--- src/rtl/core/mscs_pkg.sv ---
// ----------------------------------------------------------------------------
// mscs_pkg
// Types, codes and the segment table shared by the marching squares core.
// ----------------------------------------------------------------------------
package mscs_pkg;

    localparam int CfgIndexBits = 2;
    localparam logic [CfgIndexBits-1:0] CFG_THRESHOLD = 2'd0;
    localparam logic [CfgIndexBits-1:0] CFG_CELL_SIZE = 2'd1;

    localparam logic [21:0] COORD_MAX = 22'h3FFFFF;
    localparam logic [8:0]  FRAC_ONE  = 9'd256;

    typedef enum logic [1:0] {
        EDGE_TOP    = 2'd0,
        EDGE_RIGHT  = 2'd1,
        EDGE_BOTTOM = 2'd2,
        EDGE_LEFT   = 2'd3
    } t_edge;

    typedef struct packed {
        logic [9:0]  cell_col;
        logic [9:0]  cell_row;
        logic [15:0] value_top_left;
        logic [15:0] value_top_right;
        logic [15:0] value_bottom_right;
        logic [15:0] value_bottom_left;
    } t_cell;

    typedef struct packed {
        logic [21:0] start_x;
        logic [21:0] start_y;
        logic [21:0] end_x;
        logic [21:0] end_y;
        logic [3:0]  case_code;
        logic        last_segment;
    } t_result;

    typedef struct packed {
        logic [1:0] count;
        t_edge      s0;
        t_edge      e0;
        t_edge      s1;
        t_edge      e1;
    } t_seg_plan;

    function automatic t_seg_plan seg_plan(input logic [3:0] code);
        t_seg_plan p;
        p = '{count: 2'd0, s0: EDGE_TOP, e0: EDGE_TOP, s1: EDGE_TOP, e1: EDGE_TOP};
        unique case (code)
            4'd1, 4'd14: begin
                p.count = 2'd1; p.s0 = EDGE_BOTTOM; p.e0 = EDGE_LEFT;
            end
            4'd2, 4'd13: begin
                p.count = 2'd1; p.s0 = EDGE_RIGHT; p.e0 = EDGE_BOTTOM;
            end
            4'd3, 4'd12: begin
                p.count = 2'd1; p.s0 = EDGE_RIGHT; p.e0 = EDGE_LEFT;
            end
            4'd4, 4'd11: begin
                p.count = 2'd1; p.s0 = EDGE_TOP; p.e0 = EDGE_RIGHT;
            end
            4'd5: begin
                p.count = 2'd2; p.s0 = EDGE_TOP; p.e0 = EDGE_LEFT;
                p.s1 = EDGE_RIGHT; p.e1 = EDGE_BOTTOM;
            end
            4'd6, 4'd9: begin
                p.count = 2'd1; p.s0 = EDGE_TOP; p.e0 = EDGE_BOTTOM;
            end
            4'd7, 4'd8: begin
                p.count = 2'd1; p.s0 = EDGE_TOP; p.e0 = EDGE_LEFT;
            end
            4'd10: begin
                p.count = 2'd2; p.s0 = EDGE_TOP; p.e0 = EDGE_RIGHT;
                p.s1 = EDGE_BOTTOM; p.e1 = EDGE_LEFT;
            end
            default: p.count = 2'd0;
        endcase
        return p;
    endfunction

endpackage

--- src/rtl/core/mscs_div_lane.sv ---
// ----------------------------------------------------------------------------
// mscs_div_lane
// Edge interpolation fraction: operand prep stage, then a four stage
// restoring divider that retires two quotient bits per stage.
// ----------------------------------------------------------------------------
module mscs_div_lane (
    input  logic        i_clk,
    input  logic [15:0] i_thr,
    input  logic [15:0] i_a,
    input  logic [15:0] i_b,
    output logic [8:0]  o_frac
);
    import mscs_pkg::*;

    localparam int Stages = 4;

    logic signed [16:0] n_num;
    logic signed [16:0] n_dif;
    logic [15:0]        n_un;
    logic [15:0]        n_ud;
    logic               n_zero;

    logic [15:0] r_rem  [0:Stages];
    logic [15:0] r_den  [0:Stages];
    logic [7:0]  r_q    [0:Stages];
    logic        r_zero [0:Stages];
    logic        r_one  [0:Stages];

    always_comb begin
        n_num  = $signed({1'b0, i_thr}) - $signed({1'b0, i_a});
        n_dif  = $signed({1'b0, i_b}) - $signed({1'b0, i_a});
        n_un   = n_num[16] ? 16'(-n_num) : n_num[15:0];
        n_ud   = n_dif[16] ? 16'(-n_dif) : n_dif[15:0];
        n_zero = (n_dif == 17'sd0) || (n_num == 17'sd0) || (n_num[16] != n_dif[16]);
    end

    always_ff @(posedge i_clk) begin
        r_rem[0]  <= n_un;
        r_den[0]  <= n_ud;
        r_q[0]    <= 8'd0;
        r_zero[0] <= n_zero;
        r_one[0]  <= !n_zero && (n_un >= n_ud);
    end

    for (genvar k = 0; k < Stages; k++) begin : g_stage
        logic [16:0] n_r2a;
        logic [16:0] n_r2b;
        logic [15:0] n_rema;
        logic [15:0] n_remb;
        logic        n_ba;
        logic        n_bb;

        always_comb begin
            n_r2a  = {r_rem[k], 1'b0};
            n_ba   = n_r2a >= {1'b0, r_den[k]};
            n_rema = n_ba ? 16'(n_r2a - {1'b0, r_den[k]}) : n_r2a[15:0];
            n_r2b  = {n_rema, 1'b0};
            n_bb   = n_r2b >= {1'b0, r_den[k]};
            n_remb = n_bb ? 16'(n_r2b - {1'b0, r_den[k]}) : n_r2b[15:0];
        end

        always_ff @(posedge i_clk) begin
            r_rem[k+1]  <= n_remb;
            r_den[k+1]  <= r_den[k];
            r_q[k+1]    <= {r_q[k][5:0], n_ba, n_bb};
            r_zero[k+1] <= r_zero[k];
            r_one[k+1]  <= r_one[k];
        end
    end

    // Remainder starts below the divisor, so eight steps give the whole quotient.
    assign o_frac = r_zero[Stages] ? 9'd0 :
                    r_one[Stages]  ? FRAC_ONE : {1'b0, r_q[Stages]};

endmodule

--- src/rtl/core/mscs_emit.sv ---
// ----------------------------------------------------------------------------
// mscs_emit
// Scales the edge fractions by the cell size, places the four crossing
// points and sequences up to two segment words onto the result port.
// ----------------------------------------------------------------------------
module mscs_emit (
    input  logic                    i_clk,
    input  logic                    i_rst_n,
    input  logic [7:0]              i_cell_size,
    input  logic                    i_valid,
    input  logic [3:0]              i_code,
    input  logic [21:0]             i_ox,
    input  logic [21:0]             i_oy,
    input  logic [8:0]              i_frac [0:3],
    output logic                    o_valid,
    output mscs_pkg::t_result       o_result
);
    import mscs_pkg::*;

    logic        r_m_valid;
    logic [3:0]  r_m_code;
    logic [21:0] r_m_ox;
    logic [21:0] r_m_oy;
    logic [12:0] r_m_off [0:3];

    logic        r_valid;
    t_result     r_result;
    logic        r_pend_valid;
    t_result     r_pend;

    logic [21:0] n_ex [0:3];
    logic [21:0] n_ey [0:3];
    t_seg_plan   n_plan;
    logic [11:0] n_side;

    function automatic logic [21:0] sat_add(input logic [21:0] a, input logic [12:0] b);
        logic [22:0] s;
        s = {1'b0, a} + {10'd0, b};
        return s[22] ? COORD_MAX : s[21:0];
    endfunction

    always_ff @(posedge i_clk) begin
        if (!i_rst_n) begin
            r_m_valid <= 1'b0;
        end else begin
            r_m_valid <= i_valid;
        end
    end

    always_ff @(posedge i_clk) begin
        r_m_code <= i_code;
        r_m_ox   <= i_ox;
        r_m_oy   <= i_oy;
        for (int k = 0; k < 4; k++) begin
            r_m_off[k] <= 13'((17'(i_cell_size) * 17'(i_frac[k])) >> 4);
        end
    end

    always_comb begin
        n_side = {i_cell_size, 4'd0};
        n_ex[EDGE_TOP]    = sat_add(r_m_ox, r_m_off[EDGE_TOP]);
        n_ey[EDGE_TOP]    = r_m_oy;
        n_ex[EDGE_RIGHT]  = sat_add(r_m_ox, {1'b0, n_side});
        n_ey[EDGE_RIGHT]  = sat_add(r_m_oy, r_m_off[EDGE_RIGHT]);
        n_ex[EDGE_BOTTOM] = sat_add(r_m_ox, r_m_off[EDGE_BOTTOM]);
        n_ey[EDGE_BOTTOM] = sat_add(r_m_oy, {1'b0, n_side});
        n_ex[EDGE_LEFT]   = r_m_ox;
        n_ey[EDGE_LEFT]   = sat_add(r_m_oy, r_m_off[EDGE_LEFT]);
        n_plan = seg_plan(r_m_code);
    end

    // Cells never arrive back to back, so the second word of a saddle
    // always finds the port free in the cycle after the first.
    always_ff @(posedge i_clk) begin
        if (!i_rst_n) begin
            r_valid      <= 1'b0;
            r_pend_valid <= 1'b0;
        end else begin
            r_valid      <= (r_m_valid && n_plan.count != 2'd0) || r_pend_valid;
            r_pend_valid <= r_m_valid && n_plan.count == 2'd2;
        end
    end

    always_ff @(posedge i_clk) begin
        if (r_pend_valid) begin
            r_result <= r_pend;
        end else begin
            r_result <= '{start_x: n_ex[n_plan.s0], start_y: n_ey[n_plan.s0],
                          end_x: n_ex[n_plan.e0], end_y: n_ey[n_plan.e0],
                          case_code: r_m_code,
                          last_segment: n_plan.count == 2'd1};
        end
        r_pend <= '{start_x: n_ex[n_plan.s1], start_y: n_ey[n_plan.s1],
                    end_x: n_ex[n_plan.e1], end_y: n_ey[n_plan.e1],
                    case_code: r_m_code, last_segment: 1'b1};
    end

    assign o_valid  = r_valid;
    assign o_result = r_result;

endmodule

--- src/rtl/core/marching_squares_cell_segments_core.sv ---
// Words pass the geometry and divider stages, the emit offset register and
// the result register; a saddle's second word follows in the next cycle.
// Cells overlap; busy follows each accept, and a start while busy is ignored.
// Reset: synchronous active low; threshold returns to 256, cell size to 10,
// and all pipeline valid bits clear. The receiver cannot stall.
// ----------------------------------------------------------------------------
// marching_squares_cell_segments_core
// Classifies a grid cell against the iso level, interpolates its edge
// crossings and emits its contour segments in Q18.4 pixel coordinates.
// ----------------------------------------------------------------------------
module marching_squares_cell_segments_core #(
    parameter int INDEX_BITS = 10,
    parameter int VALUE_BITS = 16
) (
    input  logic                                  i_clk,
    input  logic                                  i_rst_n,
    input  logic                                  start,
    output logic                                  busy,
    input  mscs_pkg::t_cell                       i_cell,
    input  logic                                  i_cfg_valid,
    output logic                                  o_cfg_ready,
    input  logic [mscs_pkg::CfgIndexBits-1:0]     i_cfg_index,
    input  logic [15:0]                           i_cfg_data,
    output logic                                  o_res_valid,
    output mscs_pkg::t_result                     o_res
);
    import mscs_pkg::*;

    localparam logic [9:0]  IMASK = (INDEX_BITS >= 10) ? 10'h3FF
                                  : 10'((1 << INDEX_BITS) - 1);
    localparam logic [15:0] VMAX  = (VALUE_BITS >= 16) ? 16'hFFFF
                                  : 16'((1 << VALUE_BITS) - 1);
    localparam int Depth = 5;

    logic [15:0] r_threshold;
    logic [7:0]  r_cell_size;
    logic        r_busy;

    logic        n_accept;
    logic [15:0] n_val [0:3];
    logic [3:0]  n_code;
    logic [21:0] n_ox;
    logic [21:0] n_oy;

    logic        r_v    [0:Depth-1];
    logic [3:0]  r_code [0:Depth-1];
    logic [21:0] r_ox   [0:Depth-1];
    logic [21:0] r_oy   [0:Depth-1];

    logic [8:0]  w_frac [0:3];

    assign o_cfg_ready = 1'b1;
    assign busy        = r_busy;
    assign n_accept    = start && !r_busy;

    always_ff @(posedge i_clk) begin
        if (!i_rst_n) begin
            r_threshold <= 16'd256;
            r_cell_size <= 8'd10;
            r_busy      <= 1'b0;
        end else begin
            r_busy <= n_accept;
            if (i_cfg_valid) begin
                unique case (i_cfg_index)
                    CFG_THRESHOLD: r_threshold <= i_cfg_data;
                    CFG_CELL_SIZE: r_cell_size <= i_cfg_data[7:0];
                    default: ;
                endcase
            end
        end
    end

    always_comb begin
        n_val[0] = (i_cell.value_top_left     > VMAX) ? VMAX : i_cell.value_top_left;
        n_val[1] = (i_cell.value_top_right    > VMAX) ? VMAX : i_cell.value_top_right;
        n_val[2] = (i_cell.value_bottom_right > VMAX) ? VMAX : i_cell.value_bottom_right;
        n_val[3] = (i_cell.value_bottom_left  > VMAX) ? VMAX : i_cell.value_bottom_left;
        n_code   = {n_val[0] >= r_threshold, n_val[1] >= r_threshold,
                    n_val[2] >= r_threshold, n_val[3] >= r_threshold};
        n_ox     = {18'(10'(i_cell.cell_col & IMASK) * r_cell_size), 4'd0};
        n_oy     = {18'(10'(i_cell.cell_row & IMASK) * r_cell_size), 4'd0};
    end

    // Cell geometry rides alongside the divider lanes.
    always_ff @(posedge i_clk) begin
        if (!i_rst_n) begin
            for (int k = 0; k < Depth; k++) begin
                r_v[k] <= 1'b0;
            end
        end else begin
            r_v[0] <= n_accept;
            for (int k = 1; k < Depth; k++) begin
                r_v[k] <= r_v[k-1];
            end
        end
    end

    always_ff @(posedge i_clk) begin
        r_code[0] <= n_code;
        r_ox[0]   <= n_ox;
        r_oy[0]   <= n_oy;
        for (int k = 1; k < Depth; k++) begin
            r_code[k] <= r_code[k-1];
            r_ox[k]   <= r_ox[k-1];
            r_oy[k]   <= r_oy[k-1];
        end
    end

    mscs_div_lane u_lane_top (
        .i_clk(i_clk), .i_thr(r_threshold), .i_a(n_val[0]), .i_b(n_val[1]),
        .o_frac(w_frac[EDGE_TOP])
    );
    mscs_div_lane u_lane_right (
        .i_clk(i_clk), .i_thr(r_threshold), .i_a(n_val[1]), .i_b(n_val[2]),
        .o_frac(w_frac[EDGE_RIGHT])
    );
    mscs_div_lane u_lane_bottom (
        .i_clk(i_clk), .i_thr(r_threshold), .i_a(n_val[3]), .i_b(n_val[2]),
        .o_frac(w_frac[EDGE_BOTTOM])
    );
    mscs_div_lane u_lane_left (
        .i_clk(i_clk), .i_thr(r_threshold), .i_a(n_val[0]), .i_b(n_val[3]),
        .o_frac(w_frac[EDGE_LEFT])
    );

    mscs_emit u_emit (
        .i_clk       (i_clk),
        .i_rst_n     (i_rst_n),
        .i_cell_size (r_cell_size),
        .i_valid     (r_v[Depth-1]),
        .i_code      (r_code[Depth-1]),
        .i_ox        (r_ox[Depth-1]),
        .i_oy        (r_oy[Depth-1]),
        .i_frac      (w_frac),
        .o_valid     (o_res_valid),
        .o_result    (o_res)
    );

endmodule
--- config.mk ---
export PLATFORM = sky130hd
export DESIGN_NAME = marching_squares_cell_segments_core
export DESIGN_NICKNAME = d
export VERILOG_FILES = /design/src/rtl/core/mscs_pkg.sv /design/src/rtl/core/mscs_div_lane.sv /design/src/rtl/core/mscs_emit.sv /design/src/rtl/core/marching_squares_cell_segments_core.sv
export SDC_FILE = /design/constraint.sdc
export NUM_CORES = 2
export LEC_CHECK = 0
export BUFFER_PORTS_ARGS = -buffer_cell sky130_fd_sc_hd__buf_2
export CELL_PAD_IN_SITES_DETAIL_PLACEMENT = 1
export CELL_PAD_IN_SITES_GLOBAL_PLACEMENT = 2
export CORE_UTILIZATION = 36
export DETAILED_ROUTE_END_ITERATION = 10
export HOLD_SLACK_MARGIN = 0.1
export PLACE_DENSITY = 0.73
export SLEW_MARGIN = 10
export SYNTH_ARGS = -nofsm -noshare
export SYNTH_HDL_FRONTEND = slang
export SYNTH_SLANG_ARGS = --single-unit
--- constraint.sdc ---
create_clock -name i_clk -period 5.75 [get_ports i_clk]
set_input_delay 1.15 -clock i_clk [delete_from_list [all_inputs] [get_ports i_clk]]
set_output_delay 1.15 -clock i_clk [all_outputs]
set_load 0.02 [all_outputs]
# After elaboration in Yosys (flattened, before gate mapping)
# Memories as Yosys holds them, arrays and structs flattened. A register that Yosys moved wholly into a read port is not among the register bits.
# Cells that the tools add are included.
# totals
output_inout_bits,96
n_memories,25
ramBits,1137
reg_bits,212
# mem_list
memory,words,word_bits,rd,rd_ports_with_merged_regs,write_ports,line,text
r_ox,5,22,5,1,5,marching_squares_cell_segments_core.sv:47,logic [21:0] r_ox [0:Depth-1];
r_oy,5,22,5,1,5,marching_squares_cell_segments_core.sv:48,logic [21:0] r_oy [0:Depth-1];
u_lane_bottom.r_den,5,16,4,0,5,mscs_div_lane.sv:24,logic [15:0] r_den [0:Stages];
u_lane_bottom.r_rem,5,16,4,0,5,mscs_div_lane.sv:23,logic [15:0] r_rem [0:Stages];
u_lane_left.r_den,5,16,4,0,5,mscs_div_lane.sv:24,
u_lane_left.r_rem,5,16,4,0,5,mscs_div_lane.sv:23,
+19 memories,n/a,n/a,n/a,n/a,n/a,n/a,
# classes
muxes,92
bitwise,9
add_sub_neg,52
n_lt_le_gt_ge,48
n_eq_ne,21
n_mul,6
reduce_logical,41
# ops
op,count
2-to-1 mux 16 bit,43
greater-or-equal comparator 17 x 16 -> 1 bit,32
subtractor 16 bit,32
2-to-1 mux 22 bit,22
binary-select mux 22 bit (select 2 bit),8
greater-or-equal comparator 16 bit,8
zero test 17 bit,7
subtractor 16 x 16 -> 17 bit,7
negator 16 bit,7
2-to-1 mux 93 bit,1
adder 22 x 13 -> 23 bit,4
2-to-1 mux 9 bit,8
multiplier 8 x 9 -> 17 bit,4
> comparator 16 bit (second input constant),4
adder 22 x 12 -> 23 bit,2
multiplier 10 x 8 -> 18 bit,2
== test 4 bit (second input constant),7
case mux 4 bit (6 select lines),1
== test 4 x 3 -> 1 bit (second input constant),4
greater-or-equal comparator 3 bit (second input constant),4
inverter 2 -> 3 bit,4
OR reduction 12 bit,1
OR reduction 2 bit,5
logical OR 1 bit,9
other kinds (15),43

# Logic depth before layout (Yosys ltp)
# depth
word_depth,8
mapped_depth,24

# By module
# A second synthesis with hierarchy kept.
# unflattened
cells_unflattened,10005
area_unflattened_um2,86899.6
# modules_own_cells
mod,instances,area_each_um2,cells_each
mscs_div_lane at u_lane_bottom ...,2,12553.3,1494
mscs_emit,1,24880.1,2962
mscs_div_lane at u_lane_right,1,12604.6,1487
mscs_div_lane at u_lane_left,1,12593.3,1468
marching_squares_cell_segments_core,1,11715.0,1100

# Worst setup path after synthesis
# OpenSTA, ideal clock, no wires.
# synth_timing
path_type,reg2reg
startpoint,mem u_lane_left.r_den[0][1]
endpoint,mem u_lane_left.r_rem[1][7] (netlist: u_lane_left.r_rem[0][23])
path_stages_with_launch,23
path_buffers,3
path_slack_ns,0.265
t_arrival_ns,5.364
required_ns,5.629
setup_time_ns,0.121
path_cell_list,dfxtp_1 -> inv_1 -> ha_1 -> nor2b_1 -> o31a_1 -> o21ai_1 -> a31oi_1 -> o31ai_1 -> a21o_1 -> buf_2 -> clkbuf_1 -> mux2_2 -> ha_1 -> o21ai_0 -> a21oi_1 -> o31a_1 -> o211ai_1 -> a21oi_1 -> or4_1 -> a31oi_1 -> o211ai_1 -> buf_2 -> mux2_2
# synth_lines
element,line
from (decl),mscs_div_lane.sv:24
to (decl),mscs_div_lane.sv:23

==> results_dict.tcl <==
set metrics [dict create \
    min_period_ns 5.538 \
    fin_crit_sh 0.9631 \
    drive_gt1_frac 0.1086 \
    setup.worst_path.class "flop to flop" \
    routabilityCongestion 0.8978 \
    htree_levels 4 \
    critPathCaptureType "flop" \
    placed_area_um2 88520 \
    stdcell_area_um2 93400 \
    synthTopCellsByArea "dfxtp_1 27%, ha_1 15%, fa_1 7.1%" \
    grt_max_degree 82 \
    core_area_um2 227500 \
    max_freq_ghz 0.1806 \
    antenna_found_initial 11 \
    fin_hold_ws_ns 0.3010 \
    detail_route.first_pass.iterations 5 \
    critPathSlowestCell "a2111o_1" \
    worstPathMaxFanout 17 \
    synthFlopType "dfxtp_1" \
    hpwlAfterDp_um 218300 \
    synthCells 9541 \
    yosysTopAreaCell "dfxtp_1" \
    synth_area_um2 82370 \
    rr_startpoint "u_lane_left.r_den[0][17]" \
    ys_warn_count 0 \
    cts_sinks 1125 \
    cts_buffers 132 \
    drt_iter0_drc 3242 \
    synth-seq-area-share 0.2734 \
    ys_async_sr_fraction 0 \
    critPathBufInv 2 \
    synth_top_area_frac 0.2734 \
    worstPathRequired_ns 6.40 \
    die_h_um 480.3 \
    grt_pass1_wl_um 419700 \
    globalRouteOverflowTotal 0 \
    hp-class "flop to flop" \
    drc_errors 0 \
    row_count 175 \
    drt_wl_total_um 269000 \
    ys_ff_latch 1125 \
    synth_edf_count 0 \
    synth.avg_cell_area_um2 8.633 \
    crit_chain "inv_1 > ha_1 > nor2b_1 > o31a_1 > o41ai_4 > o22ai_2 > o41ai_4 > a31oi_4 > mux2_2 > ha_1 > o21ai_1 > a21oi_1 > o31a_1 > o211ai_1 > a21oi_1 > a2111oi_2 > nor2_1 > a2111o_1 > buf_12 > mux2_1" \
    synth_fp_nets 10900 \
    postRouteAntennaNets 0 \
    path_clk_slew_ns 0.07 \
    grt_pass1_vias 73690 \
    die-width_um 480.3 \
    initial_core_util 0.3621 \
    cts_hold_repair.buffers 0 \
    status "finished, final reports clean" \
    cts_tree "yes" \
    cp-start-kind "flop" \
    final-setup-viol-count 0 \
    syn_to_final_growth_pct 13.39 \
    dr_total_vias 69810 \
    ioPinCount 202 \
    clkLatencyLatePin_ns 0.82 \
    drv_cap 0 \
    min_from "r_ox[2][21]" \
    finalNetCount 11230 \
    cts_root_buf "clkbuf_16" \
    crit_start "u_lane_left.r_den[0][17]" \
    hold_viol_final 0 \
    arrival_ns 6.19 \
    via_per_inst 5.370 \
    grt_usage 0.2296 \
    netlist-cell-type-count 105 \
    die-area_um2 230700 \
    tightest_slew_ns 1.089 \
    cts_buffer_depth 3 \
    avgRoutedWirePerCell_um 20.69 \
    cpPeakStageDelay_ns 0.47 \
    drv_slew 0 \
    io_buffer_count 200 \
    finalClockSkew_ns 0.05741 \
    slew_headroom 0.2739 \
    path_delay_family "compound AO/OA/AOI/OAI gates" \
]
-- kinds of logic after synthesis --
logic type,share of synthesized area
flip-flops,0.2734
adder cells (fa/ha/maj),0.2167
multiplexers,0.04493
buffers and inverters,0.05795
other,0.00004553
AND/OR/NAND/NOR,0.1614
XOR/XNOR,0.06933
AO/OA/AOI/OAI,0.1762
-- worst register-to-register path, stage by stage, from the launching register on --
cell and delay (ns):
dfxtp_1 0.39, inv_1 0.11, ha_1 0.32, nor2b_1 0.14, o31a_1 0.32, o41ai_4 0.27
o22ai_2 0.18, o41ai_4 0.38, a31oi_4 0.21, mux2_2 0.34, ha_1 0.30, o21ai_1 0.20
a21oi_1 0.10, o31a_1 0.30, o211ai_1 0.36, a21oi_1 0.15, a2111oi_2 0.24, nor2_1 0.11
a2111o_1 0.47, buf_12 0.18, mux2_1 0.32
-- cell usage in the layout (no fill, tap or decap), drive strengths merged, types with 169 or more instances in the layout --
cell and n:
inv 981, clkbuf 169, ha 958, nor2 676, xnor2 444, xor2 208
a21o 195, nor3 216, nand2 629, dfxtp 1125, and2 192, buf 486
fa 293, o21ai 454, a21oi 610, nand3 246, and3 231, mux2 281
-- state kept, by name, indices dropped and copies added, names as in the netlist, 90 cells and up --
signal,count
u_emit.o_result,93
r_ox,90
r_oy,90
u_emit.r_pend,92
-- final timing paths --
| check | to | slack, ns | depth (start not counted) |
|---|---|---|---|
| worst max-delay path | u_lane_left.r_rem[0][37] | 0.21 | 20 |
| worst min-delay path | r_ox[3][21] | 0.30 | 0 |
| worst max register to register | u_lane_left.r_rem[0][37] | 0.21 | 20 |
| worst min register to register | r_ox[3][21] | 0.30 | 0 |
-- synthesized netlist by cell type, drive strengths merged, types with 195 or more instances --
library cell,count
ha,958
a21oi,610
o21ai,454
and3,231
xnor2,444
nor3,216
nor2,676
dfxtp,1125
xor2,208
mux2,281
fa,293
nand2,629
a21o,195
clkbuf,259
inv,971
nand3,246
-- cell type report --
| type | count | area [µm²] |
|---|---|---|
| well taps | 3009 | 3765 |
| diodes | 7 | 17.52 |
| flip-flops and latches | 1125 | 22530 |
| clock inverters | 75 | 1170 |
| repair buffers | 486 | 3411 |
| clock buffers | 169 | 3632 |
| fillers | 26490 | 134100 |
| multi-input cells | 7157 | 55220 |
| inverters | 972 | 3649 |
-- stage by stage --
step                TNS [ns]  cells  utilization  setup slack, ns
floorplan                  0   9541            -           0.2648
global placement    -0.01793  12750       0.3891         -0.01793
detailed placement  -0.04721  12750       0.3891         -0.02706
CTS                        0  12990       0.4102          0.04092
global route         -0.2470  13000       0.4105         -0.04594
finish                     0  13000       0.4105           0.2119
-- routing by layer --
layer | vias to the layer above | track usage | part of all wire
met5 | - | 0 | 0.000048
li1 | 34020 | - | -
met1 | 34180 | 0.2949 | 0.46
met3 | 384 | 0.02481 | 0.032
met2 | 1222 | 0.3991 | 0.48
met4 | 2 | 0.07362 | 0.030
-- repair_timing --
action / 4_1_cts / 5_1_grt
endpoints found under the hold margin: 0 / 0
gates resized for setup: 1 / 11
pin swaps: 0 / 4
setup buffers: 0 / 3
endpoints found under the setup margin: 9 / 38
Power is left out: the tool's default activity adds up to more than one toggle a clock period on the data nets, which glitch-free logic cannot reach.
